<file path="config.mk">
export PLATFORM = sky130hd
export DESIGN_NAME = rgbc_div_stage
export DESIGN_NICKNAME = d
export VERILOG_FILES = /design/src/rtl/rgbc_color_classifier_unit_defines.svh /design/src/rtl/rgbc_pkg.sv /design/src/rtl/rgbc_div_stage.sv
export SDC_FILE = /design/constraint.sdc
export NUM_CORES = 1
export LEC_CHECK = 0
export ABC_CLOCK_PERIOD_IN_PS = 8900
export BUFFER_PORTS_ARGS = -buffer_cell sky130_fd_sc_hd__buf_2
export CORE_MARGIN = 2
export CORE_UTILIZATION = 49
export CTS_CLUSTER_SIZE = 8
export DETAILED_ROUTE_END_ITERATION = 16
export GPL_TIMING_DRIVEN = 1
export PLACE_DENSITY = 0.78
export SYNTH_ARGS = -nofsm -noshare
export SYNTH_HDL_FRONTEND = slang
export SYNTH_SLANG_ARGS = --single-unit
</file>
<file path="constraint.sdc">
create_clock -name clk_i -period 8.9 [get_ports clk_i]
set_clock_uncertainty 0.15 [all_clocks]
set_input_delay 1.78 -clock clk_i [delete_from_list [all_inputs] [get_ports clk_i]]
set_output_delay 1.78 -clock clk_i [all_outputs]
set_load 0.01 [all_outputs]
</file>
<file path="src/rtl/rgbc_color_classifier_unit_defines.svh">
// assertion macros for the rgbc color classifier
// they expect clk_i and rst_ni in the scope where they are used
`ifndef RGBC_COLOR_CLASSIFIER_UNIT_DEFINES_SVH
`define RGBC_COLOR_CLASSIFIER_UNIT_DEFINES_SVH
`ifndef SYNTHESIS
// same-cycle implication
`define RGBC_ASSERT_IMPL(lbl, ante, cons) \
  lbl: assert property (@(posedge clk_i) disable iff (!rst_ni) (ante) |-> (cons)) \
    else $error("rgbc: check failed");
// next-cycle implication
`define RGBC_ASSERT_NEXT(lbl, ante, cons) \
  lbl: assert property (@(posedge clk_i) disable iff (!rst_ni) (ante) |=> (cons)) \
    else $error("rgbc: check failed");
`else
`define RGBC_ASSERT_IMPL(lbl, ante, cons)
`define RGBC_ASSERT_NEXT(lbl, ante, cons)
`endif
`endif

</file>
<file path="src/rtl/rgbc_pkg.sv">
package rgbc_pkg;

  // field widths
  localparam int unsigned RAW_W      = 16;
  localparam int unsigned NORM_W     = 9;
  localparam int unsigned TOL_W      = 8;
  localparam int unsigned PROD_W     = 2 * NORM_W;
  localparam int unsigned CH_N       = 3;
  localparam int unsigned CFG_IDX_W  = 2;
  localparam int unsigned CFG_DATA_W = 9;

  // channel slots
  localparam int unsigned CH_R = 0;
  localparam int unsigned CH_G = 1;
  localparam int unsigned CH_B = 2;

  // saturation value and unity in 1/256 units
  localparam logic [NORM_W-1:0] NORM_MAX = '1;
  localparam logic [NORM_W-1:0] TOL_ONE  = 9'd256;

  // register reset values
  localparam logic [TOL_W-1:0]  TIGHT_RST = 8'd51;
  localparam logic [TOL_W-1:0]  LOOSE_RST = 8'd102;
  localparam logic [NORM_W-1:0] WHITE_RST = 9'd78;

  typedef enum logic [2:0] {
    COL_RED    = 3'd0,
    COL_GREEN  = 3'd1,
    COL_BLUE   = 3'd2,
    COL_YELLOW = 3'd3,
    COL_BLACK  = 3'd4,
    COL_WHITE  = 3'd5
  } color_e;

  typedef enum logic [CFG_IDX_W-1:0] {
    CFG_TIGHT = 2'd0,
    CFG_LOOSE = 2'd1,
    CFG_WHITE = 2'd2
  } cfg_idx_e;

  typedef struct packed {
    logic [TOL_W-1:0]  tight;
    logic [TOL_W-1:0]  loose;
    logic [NORM_W-1:0] white;
  } cfg_t;

  typedef struct packed {
    logic [RAW_W-1:0] red_raw;
    logic [RAW_W-1:0] green_raw;
    logic [RAW_W-1:0] blue_raw;
    logic [RAW_W-1:0] clear_raw;
  } in_beat_t;

  typedef struct packed {
    logic [2:0]        color_code;
    logic [NORM_W-1:0] red_norm;
    logic [NORM_W-1:0] green_norm;
    logic [NORM_W-1:0] blue_norm;
    logic              zero_clear;
  } out_beat_t;

  // divider result handed to the classifier
  typedef struct packed {
    logic [CH_N-1:0][NORM_W-1:0] quo;
    logic [CH_N-1:0]             sat;
    logic                        zero;
  } div_res_t;

endpackage

</file>
<file path="src/rtl/rgbc_div_stage.sv">
module rgbc_div_stage #(
  parameter int unsigned SAMPLE_BITS = 16,
  parameter bit          FIRST       = 1'b0
) (
  input  logic                                             clk_i,
  input  logic                                             rst_ni,
  input  logic                                             valid_i,
  output logic                                             ready_o,
  input  logic [rgbc_pkg::CH_N-1:0][SAMPLE_BITS:0]         rem_i,
  input  logic [rgbc_pkg::CH_N-1:0][rgbc_pkg::NORM_W-1:0]  quo_i,
  input  logic [rgbc_pkg::CH_N-1:0]                        sat_i,
  input  logic [SAMPLE_BITS-1:0]                           dvs_i,
  input  logic                                             zero_i,
  output logic                                             valid_o,
  input  logic                                             ready_i,
  output logic [rgbc_pkg::CH_N-1:0][SAMPLE_BITS:0]         rem_o,
  output logic [rgbc_pkg::CH_N-1:0][rgbc_pkg::NORM_W-1:0]  quo_o,
  output logic [rgbc_pkg::CH_N-1:0]                        sat_o,
  output logic [SAMPLE_BITS-1:0]                           dvs_o,
  output logic                                             zero_o
);

  localparam int unsigned RW = SAMPLE_BITS + 1;

  logic                                            valid_q;
  logic [rgbc_pkg::CH_N-1:0][RW-1:0]               shf;
  logic [rgbc_pkg::CH_N-1:0]                       ge;
  logic [RW-1:0]                                   dvs_ext;
  logic [rgbc_pkg::CH_N-1:0][RW-1:0]               rem_d, rem_q;
  logic [rgbc_pkg::CH_N-1:0][rgbc_pkg::NORM_W-1:0] quo_d, quo_q;
  logic [rgbc_pkg::CH_N-1:0]                       sat_d, sat_q;
  logic [SAMPLE_BITS-1:0]                          dvs_q;
  logic                                            zero_q;

  // stage takes a beat when empty or when its content moves on
  assign ready_o = !valid_q || ready_i;

  // one restoring step per channel: first stage compares the raw value,
  // later ones the doubled remainder
  assign dvs_ext = {1'b0, dvs_i};
  always_comb begin
    for (int c = 0; c < rgbc_pkg::CH_N; c++) begin
      shf[c]   = FIRST ? rem_i[c] : {rem_i[c][RW-2:0], 1'b0};
      ge[c]    = shf[c] >= dvs_ext;
      rem_d[c] = ge[c] ? shf[c] - dvs_ext : shf[c];
      quo_d[c] = {quo_i[c][rgbc_pkg::NORM_W-2:0], ge[c]};
      // quotient reaches 512 when the channel is at least twice clear
      sat_d[c] = FIRST ? (rem_i[c] >= {dvs_i, 1'b0}) : sat_i[c];
    end
  end

  // valid bit
  always_ff @(posedge clk_i or negedge rst_ni) begin
    if (!rst_ni) begin
      valid_q <= 1'b0;
    end else if (ready_o) begin
      valid_q <= valid_i;
    end
  end

  // payload
  always_ff @(posedge clk_i) begin
    if (ready_o) begin
      rem_q  <= rem_d;
      quo_q  <= quo_d;
      sat_q  <= sat_d;
      dvs_q  <= dvs_i;
      zero_q <= zero_i;
    end
  end

  assign valid_o = valid_q;
  assign rem_o   = rem_q;
  assign quo_o   = quo_q;
  assign sat_o   = sat_q;
  assign dvs_o   = dvs_q;
  assign zero_o  = zero_q;

endmodule

</file>
==> qor.csv <==
stage;metric;value;unit
status;status;finished, final reports clean;
die;die_w;115;µm
detailed_routing;routed-wl-met2;7660;µm
die;boundaryPins;202;
min_path;hold_path_class;reg2reg;
critical_path;path_class;in2reg;
critical_path;cp.required;8850;ps
timing;maxSlewHeadroom;29.6;%
grt;grt_max_degree;60;
final_layout;area_growth;23.8;%
critical_path;cpMaxStageDelayCell;a21oi_4;
power;ir_drop;0.0857;mV
synthesis;ys_ff_latch;99;
synthesis;synthDistinctLibCells;68;
cts;cts_made_buffers;9;
timing;drv_slew;0;
die;dieHeight;115;µm
synthesis;ys.flop_type;edfxtp_1;
synthesis;ys_warn_count;0;
final_layout;instances_no_fill;869;
detailed_routing;ant_nets;0;
timing;setup_violations;0;
power;power;1.39;mW
critical_path;worst-path-buf-inv;2;
critical_path;path_delay_family;compound AO/OA/AOI/OAI gates;
synthesis;synthArstFlopShare;1.01;%
timing;post-route-period-util;53.0;%
detailed_routing;drtIter0Drc;404;
synthesis;syn_area;6050;µm²
critical_path;cp_slowest_stage_delay;590;ps
power;powerDensity;185;nW/µm²
critical_path;r2r_cells;2;
critical_path;end_kind;register;
critical_path;r2r_start;valid_o$_DFFE_PN0P_;
grt;gr-usage-all-layers;23.3;%
timing;min_period;4720;ps
place;place_inst;852;
place;gp_congestion;0.831;
place;io_buffers;195;
power;p_leak;3.28;nW
cts;cts_num_sinks;99;
critical_path;ff2ff_setup_slack;6730;ps
critical_path;crit_path_start_kind;input port;
critical_path;reg2reg_to;quo_o[3]$_DFFE_PP_;
critical_path;crit_fanout;17;
critical_path;critPathCapture;rem_o[3]$_DFFE_PP_;
synthesis;synth_cells;521;
grt;antenna_found_initial;1;
detailed_routing;wire_per_inst;17.8;µm
detailed_routing;top_layer_used;met4;
detailed_routing;viasPerCell;5.64;
grt;first_global_vias;4765;
detailed_routing;wl_met1;6210;µm
synthesis;ys_seq_area_share;49.0;%
place;dp_hpwl;11900;µm
synthesis;synth_edf_count;98;
cts;post_cts_buffers;0;
detailed_routing;via_count;4905;
die;initial_utilization;50.4;%
cts;postCtsHoldBufs;0;
synthesis;synth_nets;674;
cts;clk_pin_slew;70;ps
synthesis;syn_area_per_cell;11.6;µm²
timing;fin_setup_tns;0;ps
detailed_routing;dr.pass1.iters;5;
grt;gr-total-overflow;0;
critical_path;critPathLaunch;dvs_i[1];
final_layout;final_util;62.4;%
grt;grt_pass1_wl;23600;µm
cts;cts_root_buffer;clkbuf_16;
die;die_area;13300;µm²
critical_path;cp.arrival;4670;ps
detailed_routing;wirelength;15500;µm
place;pre_cts_ws;3810;ps
cts;clk_latency;340;ps
critical_path;crit_cells;10;
detailed_routing;drc;0;
timing;rsz0062_at_grt;false;
flow_run;cap_violations;0;
timing;max_freq;0.212;GHz
cts;clk_path_buf_depth;2;
final_layout;nFillCells;967;
detailed_routing;wl_met3;1160;µm
cts;cts_tree;done;
timing;hold_viol;0;
final_layout;nets;869;
timing;worst_slack;4180;ps
cts;cts_resized;0;
critical_path;path_cells;buf_2 > inv_1 > ha_1 > nor2b_2 > o2111ai_2 > nand3b_2 > a211o_1 > a311o_1 > a21oi_4 > mux2_2;
die;core;12000;µm²
cts;htreeDepth;3;
timing;tightest_slew;1060;ps
die;rows;40;
final_layout;drive_gt1_share;34.7;%
cells in the final DEF, fill, tap and decap left out, types with 10 or more instances in the layout:
| cell | synthesis | routed |
|---|---|---|
| a21oi_1 | 46 | 46 |
| o21ai_0 | 29 | 29 |
| nor3_1 | 10 | 10 |
| nand2_1 | 12 | 12 |
| edfxtp_1 | 98 | 98 |
| xnor2_1 | 20 | 20 |
| xor2_1 | 12 | 12 |
| o21a_1 | 19 | 19 |
| nor2_1 | 44 | 44 |
| buf_2 | 3 | 195 |
| mux2_2 | 17 | 17 |
| inv_1 | 26 | 26 |
| a21o_1 | 10 | 10 |
| ha_1 | 48 | 48 |
per-stage QoR:
stage               cell area, µm²  hold slack [ps]
finish                        7490              912
floorplan                     6050             1330
global route                  7490              980
detailed placement            7170              944
CTS                           7490              960
global placement              7170              900
final cells by class:
| type | count | area, µm² | area share (%) |
|---|---|---|---|
| sequential | 99 | 2970 | 39.6 |
| tap | 147 | 184 | 2.46 |
| inverter | 26 | 97.6 | 1.30 |
| multi-input combinational | 384 | 2930 | 39.2 |
| clock inverter | 4 | 73.8 | 0.986 |
| antenna | 1 | 2.50 | 0.0334 |
| timing repair buffer | 196 | 983 | 13.1 |
| clock buffer | 12 | 246 | 3.29 |
flip-flops by register name (all words and copies together) (netlist names):
name     cells
dvs_o       16
quo_o       27
rem_o       51
sat_o        3
valid_o      1
zero_o       1
power breakdown:
| part | total (mW) | switching [mW] | leakage, nW | internal (mW) |
|---|---|---|---|---|
| logic | 0.367 | 0.204 | 2.13 | 0.163 |
| registers | 0.598 | 0.0134 | 0.991 | 0.585 |
| clock network | 0.421 | 0.166 | 0.157 | 0.255 |
| total | 1.39 | 0.384 | 3.28 | 1.00 |
synth_stat cells, drive strengths merged, types with 9 or more instances:
cell type	count	share of area, %
edfxtp	98	49
ha	48	9.9
a21oi	47	4.1
nor2	44	2.7
o21ai	29	2.4
inv	26	1.6
mux2	23	4.7
xnor2	20	2.9
o21a	19	2.4
nand2	12	0.74
xor2	12	1.7
a21o	11	1.4
nand2b	10	1.0
nor3	10	0.83
nand3	9	0.74
worst min-delay path by stage:
stage | start | to | cells after the start
2_1_floorplan | rst_ni | valid_o$_DFFE_PN0P_ | 0
3_3_place_gp | valid_o$_DFFE_PN0P_ | quo_o[24]$_DFFE_PP_ | 1
3_5_place_dp | valid_o$_DFFE_PN0P_ | rem_o[42]$_DFFE_PP_ | 1
4_1_cts | valid_o$_DFFE_PN0P_ | sat_o[2]$_DFFE_PP_ | 1
5_1_grt | valid_o$_DFFE_PN0P_ | quo_o[6]$_DFFE_PP_ | 1
6_report | valid_o$_DFFE_PN0P_ | rem_o[41]$_DFFE_PP_ | 1
routing by layer:
layer / vias up / global-route usage (%)
li1: 2375 / -
met3: 26 / 4.59
met5: - / 0
met1: 2329 / 27.2
met2: 175 / 41.9
met4: 0 / 9.72
logic make-up after synthesis:
logic type               share of synthesized area, %
AO/OA/AOI/OAI                                    16.8
AND/OR/NAND/NOR                                  10.8
flip-flops                                       49.0
adder cells (fa/ha/maj)                          10.9
buffers and inverters                            2.81
XOR/XNOR                                         4.63
multiplexers                                     4.98
No activity file was read; power rests on OpenSTA's default activity.
