<file path="config.mk">
export PLATFORM = sky130hd
export DESIGN_NAME = rgbc_classifier
export DESIGN_NICKNAME = d
export VERILOG_FILES = /design/src/rtl/rgbc_color_classifier_unit_defines.svh /design/src/rtl/rgbc_pkg.sv /design/src/rtl/rgbc_classifier.sv
export SDC_FILE = /design/constraint.sdc
export NUM_CORES = 1
export LEC_CHECK = 0
export ABC_AREA = 1
export BUFFER_PORTS_ARGS = -buffer_cell sky130_fd_sc_hd__buf_4
export CAP_MARGIN = 20
export CORE_ASPECT_RATIO = 0.9
export CORE_MARGIN = 8
export CORE_UTILIZATION = 45
export DETAILED_ROUTE_END_ITERATION = 12
export HOLD_SLACK_MARGIN = 0.02
export RECOVER_POWER = 25
export SYNTH_ARGS = -nofsm -noshare
export SYNTH_HDL_FRONTEND = slang
export SYNTH_SLANG_ARGS = --single-unit
export TNS_END_PERCENT = 20
</file>
<file path="constraint.sdc">
create_clock -name clk_i -period 6.3 [get_ports clk_i]
set_clock_uncertainty 0.15 [all_clocks]
set_input_delay 0 -clock clk_i [delete_from_list [all_inputs] [get_ports clk_i]]
set_output_delay 0 -clock clk_i [all_outputs]
set_load 0.02 [all_outputs]
</file>
<file path="src/rtl/rgbc_color_classifier_unit_defines.svh">
// assertion macros for the rgbc color classifier
// they expect clk_i and rst_ni in the scope where they are used
`ifndef RGBC_COLOR_CLASSIFIER_UNIT_DEFINES_SVH
`define RGBC_COLOR_CLASSIFIER_UNIT_DEFINES_SVH
`ifndef SYNTHESIS
// same-cycle implication
`define RGBC_ASSERT_IMPL(lbl, ante, cons) \
  lbl: assert property (@(posedge clk_i) disable iff (!rst_ni) (ante) |-> (cons)) \
    else $error("rgbc: check failed");
// next-cycle implication
`define RGBC_ASSERT_NEXT(lbl, ante, cons) \
  lbl: assert property (@(posedge clk_i) disable iff (!rst_ni) (ante) |=> (cons)) \
    else $error("rgbc: check failed");
`else
`define RGBC_ASSERT_IMPL(lbl, ante, cons)
`define RGBC_ASSERT_NEXT(lbl, ante, cons)
`endif
`endif

</file>
<file path="src/rtl/rgbc_pkg.sv">
package rgbc_pkg;

  // field widths
  localparam int unsigned RAW_W      = 16;
  localparam int unsigned NORM_W     = 9;
  localparam int unsigned TOL_W      = 8;
  localparam int unsigned PROD_W     = 2 * NORM_W;
  localparam int unsigned CH_N       = 3;
  localparam int unsigned CFG_IDX_W  = 2;
  localparam int unsigned CFG_DATA_W = 9;

  // channel slots
  localparam int unsigned CH_R = 0;
  localparam int unsigned CH_G = 1;
  localparam int unsigned CH_B = 2;

  // saturation value and unity in 1/256 units
  localparam logic [NORM_W-1:0] NORM_MAX = '1;
  localparam logic [NORM_W-1:0] TOL_ONE  = 9'd256;

  // register reset values
  localparam logic [TOL_W-1:0]  TIGHT_RST = 8'd51;
  localparam logic [TOL_W-1:0]  LOOSE_RST = 8'd102;
  localparam logic [NORM_W-1:0] WHITE_RST = 9'd78;

  typedef enum logic [2:0] {
    COL_RED    = 3'd0,
    COL_GREEN  = 3'd1,
    COL_BLUE   = 3'd2,
    COL_YELLOW = 3'd3,
    COL_BLACK  = 3'd4,
    COL_WHITE  = 3'd5
  } color_e;

  typedef enum logic [CFG_IDX_W-1:0] {
    CFG_TIGHT = 2'd0,
    CFG_LOOSE = 2'd1,
    CFG_WHITE = 2'd2
  } cfg_idx_e;

  typedef struct packed {
    logic [TOL_W-1:0]  tight;
    logic [TOL_W-1:0]  loose;
    logic [NORM_W-1:0] white;
  } cfg_t;

  typedef struct packed {
    logic [RAW_W-1:0] red_raw;
    logic [RAW_W-1:0] green_raw;
    logic [RAW_W-1:0] blue_raw;
    logic [RAW_W-1:0] clear_raw;
  } in_beat_t;

  typedef struct packed {
    logic [2:0]        color_code;
    logic [NORM_W-1:0] red_norm;
    logic [NORM_W-1:0] green_norm;
    logic [NORM_W-1:0] blue_norm;
    logic              zero_clear;
  } out_beat_t;

  // divider result handed to the classifier
  typedef struct packed {
    logic [CH_N-1:0][NORM_W-1:0] quo;
    logic [CH_N-1:0]             sat;
    logic                        zero;
  } div_res_t;

endpackage

</file>
<file path="src/rtl/rgbc_classifier.sv">
module rgbc_classifier (
  input  logic                clk_i,
  input  logic                rst_ni,
  input  rgbc_pkg::cfg_t      cfg_i,
  input  logic                valid_i,
  output logic                ready_o,
  input  rgbc_pkg::div_res_t  res_i,
  output logic                valid_o,
  input  logic                ready_i,
  output rgbc_pkg::out_beat_t beat_o
);

  localparam int unsigned NW = rgbc_pkg::NORM_W;
  localparam int unsigned PW = rgbc_pkg::PROD_W;

  // stage control
  logic v1_q, v2_q, v3_q;
  logic rdy1, rdy2, rdy3;

  // stage 1: saturated norms
  logic [rgbc_pkg::CH_N-1:0][NW-1:0] n1_d, n1_q;
  logic                              z1_q;

  // stage 2: tolerance bounds for red
  logic [NW-1:0]                     t_lo_f, t_hi_f, l_lo_f, l_hi_f;
  logic [PW-1:0]                     t_lo_d, t_hi_d, l_lo_d, l_hi_d;
  logic [PW-1:0]                     t_lo_q, t_hi_q, l_lo_q, l_hi_q;
  logic [rgbc_pkg::CH_N-1:0][NW-1:0] n2_q;
  logic                              z2_q;

  // stage 3: classification
  logic [PW-1:0]         mid_g, mid_b;
  logic                  tight_g, tight_b, loose_g;
  rgbc_pkg::color_e      code_d;
  rgbc_pkg::out_beat_t   beat_d, beat_q;

  assign rdy3    = !v3_q || ready_i;
  assign rdy2    = !v2_q || rdy3;
  assign rdy1    = !v1_q || rdy2;
  assign ready_o = rdy1;

  // saturate, or clear everything for a zero clear reading
  always_comb begin
    for (int c = 0; c < rgbc_pkg::CH_N; c++) begin
      if (res_i.zero) begin
        n1_d[c] = '0;
      end else if (res_i.sat[c]) begin
        n1_d[c] = rgbc_pkg::NORM_MAX;
      end else begin
        n1_d[c] = res_i.quo[c];
      end
    end
  end

  // bounds red*(256-t) and red*(256+t) for both tolerances
  assign t_lo_f = rgbc_pkg::TOL_ONE - {1'b0, cfg_i.tight};
  assign t_hi_f = rgbc_pkg::TOL_ONE + {1'b0, cfg_i.tight};
  assign l_lo_f = rgbc_pkg::TOL_ONE - {1'b0, cfg_i.loose};
  assign l_hi_f = rgbc_pkg::TOL_ONE + {1'b0, cfg_i.loose};
  assign t_lo_d = PW'(n1_q[rgbc_pkg::CH_R]) * PW'(t_lo_f);
  assign t_hi_d = PW'(n1_q[rgbc_pkg::CH_R]) * PW'(t_hi_f);
  assign l_lo_d = PW'(n1_q[rgbc_pkg::CH_R]) * PW'(l_lo_f);
  assign l_hi_d = PW'(n1_q[rgbc_pkg::CH_R]) * PW'(l_hi_f);

  // range tests against green and blue scaled by 256
  assign mid_g   = {1'b0, n2_q[rgbc_pkg::CH_G], 8'b0};
  assign mid_b   = {1'b0, n2_q[rgbc_pkg::CH_B], 8'b0};
  assign tight_g = (t_lo_q <= mid_g) && (mid_g <= t_hi_q);
  assign tight_b = (t_lo_q <= mid_b) && (mid_b <= t_hi_q);
  assign loose_g = (l_lo_q <= mid_g) && (mid_g <= l_hi_q);

  // color decision, first match wins
  always_comb begin
    priority if (z2_q) begin
      code_d = rgbc_pkg::COL_BLACK;
    end else if (tight_g && tight_b) begin
      code_d = (n2_q[rgbc_pkg::CH_R] >= cfg_i.white) ? rgbc_pkg::COL_WHITE
                                                      : rgbc_pkg::COL_BLACK;
    end else if (loose_g) begin
      code_d = rgbc_pkg::COL_YELLOW;
    end else if ((n2_q[rgbc_pkg::CH_R] > n2_q[rgbc_pkg::CH_G]) &&
                 (n2_q[rgbc_pkg::CH_R] > n2_q[rgbc_pkg::CH_B])) begin
      code_d = rgbc_pkg::COL_RED;
    end else if (n2_q[rgbc_pkg::CH_B] > n2_q[rgbc_pkg::CH_G]) begin
      code_d = rgbc_pkg::COL_BLUE;
    end else begin
      code_d = rgbc_pkg::COL_GREEN;
    end
  end

  always_comb begin
    beat_d.color_code = code_d;
    beat_d.red_norm   = n2_q[rgbc_pkg::CH_R];
    beat_d.green_norm = n2_q[rgbc_pkg::CH_G];
    beat_d.blue_norm  = n2_q[rgbc_pkg::CH_B];
    beat_d.zero_clear = z2_q;
  end

  // valid bits
  always_ff @(posedge clk_i or negedge rst_ni) begin
    if (!rst_ni) begin
      v1_q <= 1'b0;
      v2_q <= 1'b0;
      v3_q <= 1'b0;
    end else begin
      if (rdy1) begin
        v1_q <= valid_i;
      end
      if (rdy2) begin
        v2_q <= v1_q;
      end
      if (rdy3) begin
        v3_q <= v2_q;
      end
    end
  end

  // payload
  always_ff @(posedge clk_i) begin
    if (rdy1) begin
      n1_q <= n1_d;
      z1_q <= res_i.zero;
    end
    if (rdy2) begin
      t_lo_q <= t_lo_d;
      t_hi_q <= t_hi_d;
      l_lo_q <= l_lo_d;
      l_hi_q <= l_hi_d;
      n2_q   <= n1_q;
      z2_q   <= z1_q;
    end
    if (rdy3) begin
      beat_q <= beat_d;
    end
  end

  assign valid_o = v3_q;
  assign beat_o  = beat_q;

endmodule

</file>
==> results_dict.tcl <==
set metrics [dict create \
    status "finished, final reports clean" \
    yosys.area_share.adder 0.391 \
    finalSetupTns_ns 0 \
    post-route-period-util 0.871 \
    gr-total-overflow 0 \
    drcViolationCount 0 \
    io-pin-count 93 \
    die_h_um 206 \
    drive_above_1_share 0.0564 \
    core_area_um2 39500 \
    hold_viol 0 \
    place.gp.congestion 0.903 \
    netlist_area_um2 18000 \
    synth_xor_area_frac 0.0262 \
    initial_utilization 0.456 \
    power_mw 7.39 \
    synthSimpleGateAreaFrac 0.165 \
    drv_slew 0 \
    grt_pass1_vias 14400 \
    r2r-end "t_lo_q[16]$_DFFE_PP_" \
    ys_types 34 \
    synth_mux_area_frac 0 \
    synth_compound_area_frac 0.0366 \
    grtUsageTotal 0.207 \
    syn_nets 2572 \
    p_int_mw 3.92 \
    rrSetupSlack_ns 0.82 \
    critPathLaunchType "register" \
    cts.path.max_buffers 2 \
    critical_path_class "register to register" \
    synth_top_cell_area_share 0.261 \
    grt_start_max_net_pins 52 \
    reg2reg_from "n1_q[1]$_SDFFCE_PP0P_" \
    cts_sinks 160 \
    p_sw_mw 3.47 \
    cp_data_arrival_time_ns 5.53 \
    yosysWarnings 0 \
    swShare 0.470 \
    fin_crit_ns 5.48 \
    layout.cells.non_filler 2784 \
    dieWidth_um 227 \
    via_count 13700 \
    synth_flop_cell "edfxtp_1" \
    area_delta_synth_final_pct 14.7 \
    ir_worst_vdd_uv 267 \
    numPortBuffers 92 \
    setup_viol 0 \
    layout_commonest_cell "inv_1" \
    pwr-share-clk 0.141 \
    placed_cells_incl_taps 2661 \
    r2r_cells 17 \
    post_drt_wl_per_cell_um 16.6 \
    endpoint_kind "register" \
    final_nets 2742 \
    clk_latency_ns 0.45 \
    cp_max_fo 14 \
    ant_nets 0 \
    cts_tree "done" \
    min_from "cfg_i[12]" \
    power_frac_comb 0.612 \
    seqPwrFrac 0.248 \
    slew_headroom 0.193 \
    fmax_mhz 182 \
    yosysTopAreaCell "edfxtp_1" \
    holdPathStages 5 \
    synth_cells 2068 \
    path_clk_slew_ns 0.07 \
    synth.area.top_cells "edfxtp_1 26%, fa_1 22%, ha_1 17%, inv_1 10%, nand2_1 8.7%" \
    leakage_nw 11.2 \
    cts_buffers 17 \
    die_area_um2 46800 \
    cts-htree-levels 4 \
    syn_area_per_cell_um2 8.72 \
    power_density_nw_per_um2 357 \
    maxCapViolations 0 \
    drtIter0Drc 973 \
    cts_setup_buffers 0 \
    worst_pin_slew_ns 1.21 \
    grt_setup_unrepaired "false" \
    ys_seq_area_frac 0.266 \
    synth_top_family_by_area "adder cells" \
    hp-class "input port to register" \
    cts_root_buffer "clkbuf_16" \
    detailed_place_hpwl_mm 35.8 \
    antenna_found_initial 2 \
    synthArstFlopShare 0.0188 \
    drt-pass1-iter-count 5 \
    min_to "l_hi_q[3]$_DFFE_PP_" \
    viasPerCell 4.94 \
    grt_pass1_wl_mm 75.7 \
    row_count 69 \
    cp.required_ns 6.35 \
    drt-total-wl_mm 46.1 \
    ys_ff_latch 160 \
    synth_edf_count 157 \
    layout_common_cells "495 x inv_1, 419 x nand2_1, 244 x ha_1, 224 x nor2_1, 200 x fa_1" \
]
==> critical path, stage by stage, from the launching register on <==
cell	delay [ns]
edfxtp_1	0.36
clkbuf_1	0.89
clkinv_1	0.24
nor2_1	0.22
fa_1	0.44
fa_1	0.52
fa_1	0.55
inv_1	0.05
fa_1	0.53
inv_1	0.04
ha_1	0.35
a21oi_1	0.16
o21ai_0	0.11
o21ai_0	0.18
nand2_1	0.13
nand2_1	0.08
nand2_1	0.06
xor2_1	0.14
==> layout make-up <==
class	count	area (µm²)
antenna	1	2.50
clock buffer	17	425
clock inverter	15	150
fill	3730	18900
inverter	503	1890
multi-input combinational	1357	11200
sequential	160	4790
tap	532	666
timing repair buffer	199	1600
==> repair_timing <==
action | CTS | global route
endpoints found under the hold margin | 39 | 0
gates resized for setup | 0 | 0
hold buffers | 90 | 0
==> sequential cells by signal (all words and copies together), names as in the netlist <==
signal / count
beat_o: 31
beat_d: 27
n1_q: 27
l_lo_q: 18
t_lo_q: 18
l_hi_q: 17
t_hi_q: 17
v1_q: 1
v2_q: 1
valid_o: 1
z1_q: 1
z2_q: 1
==> synthesized netlist by cell type (8+ instances only) <==
master	count
inv_1	496
nand2_1	419
ha_1	244
nor2_1	224
fa_1	200
edfxtp_1	157
a21oi_1	65
nand3_1	45
clkbuf_1	38
xor2_1	31
o21ai_0	23
xnor2_1	23
nor3_1	13
nand4_1	12
a21o_1	11
nand3b_1	10
or2_2	9
buf_2	8
==> per-layer routing <==
| metal | wire length (µm) | GRT usage | up-vias |
|---|---|---|---|
| met2 | 21900 | 0.347 | 299 |
| met1 | 21000 | 0.282 | 6731 |
| met5 | 0 | 0 | - |
| met4 | 989 | 0.0577 | 0 |
| met3 | 2180 | 0.0251 | 52 |
| li1 | - | - | 6664 |
==> worst max-delay path by stage <==
| stage | slack, ns | end | startpoint |
|---|---|---|---|
| 2_1_floorplan | 1.56 | t_lo_q[16]$_DFFE_PP_ | cfg_i[17] |
| 3_3_place_gp | 1.20 | l_hi_q[14]$_DFFE_PP_ | n1_q[6]$_SDFFCE_PP0P_ |
| 3_5_place_dp | 1.12 | l_hi_q[14]$_DFFE_PP_ | n1_q[6]$_SDFFCE_PP0P_ |
| 4_1_cts | 1.04 | l_lo_q[15]$_DFFE_PP_ | cfg_i[9] |
| 5_1_grt | 0.45 | t_lo_q[16]$_DFFE_PP_ | n1_q[1]$_SDFFCE_PP0P_ |
| 6_report | 0.82 | t_lo_q[16]$_DFFE_PP_ | n1_q[1]$_SDFFCE_PP0P_ |
==> through the flow <==
stage	setup WS (ns)	hold slack, ns	cell area (µm²)	utilization
after global placement	1.20	-0.359	19300	0.489
final	0.816	0.0545	20700	0.523
after CTS	1.04	0.0418	20800	0.526
after floorplan	1.56	-0.446	18000	-
after global routing	0.446	0.107	20700	0.523
after detailed placement	1.12	-0.357	19300	0.489
==> power by group through the flow <==
stage	logic [mW]	clock network, mW	registers (mW)
6_report	4.52	1.04	1.83
2_1_floorplan	3.25	0	1.82
4_1_cts	4.59	1.05	1.83
3_5_place_dp	4.49	0	1.85
3_3_place_gp	4.42	0	1.85
5_1_grt	5.23	1.10	1.86
==> cells by family after synthesis <==
logic type,Yosys count
adder cells (fa/ha/maj),444
AO/OA/AOI/OAI,118
XOR/XNOR,54
AND/OR/NAND/NOR,741
buffers and inverters,551
flip-flops,160
Note: power is estimated with default switching activity, not from simulation.
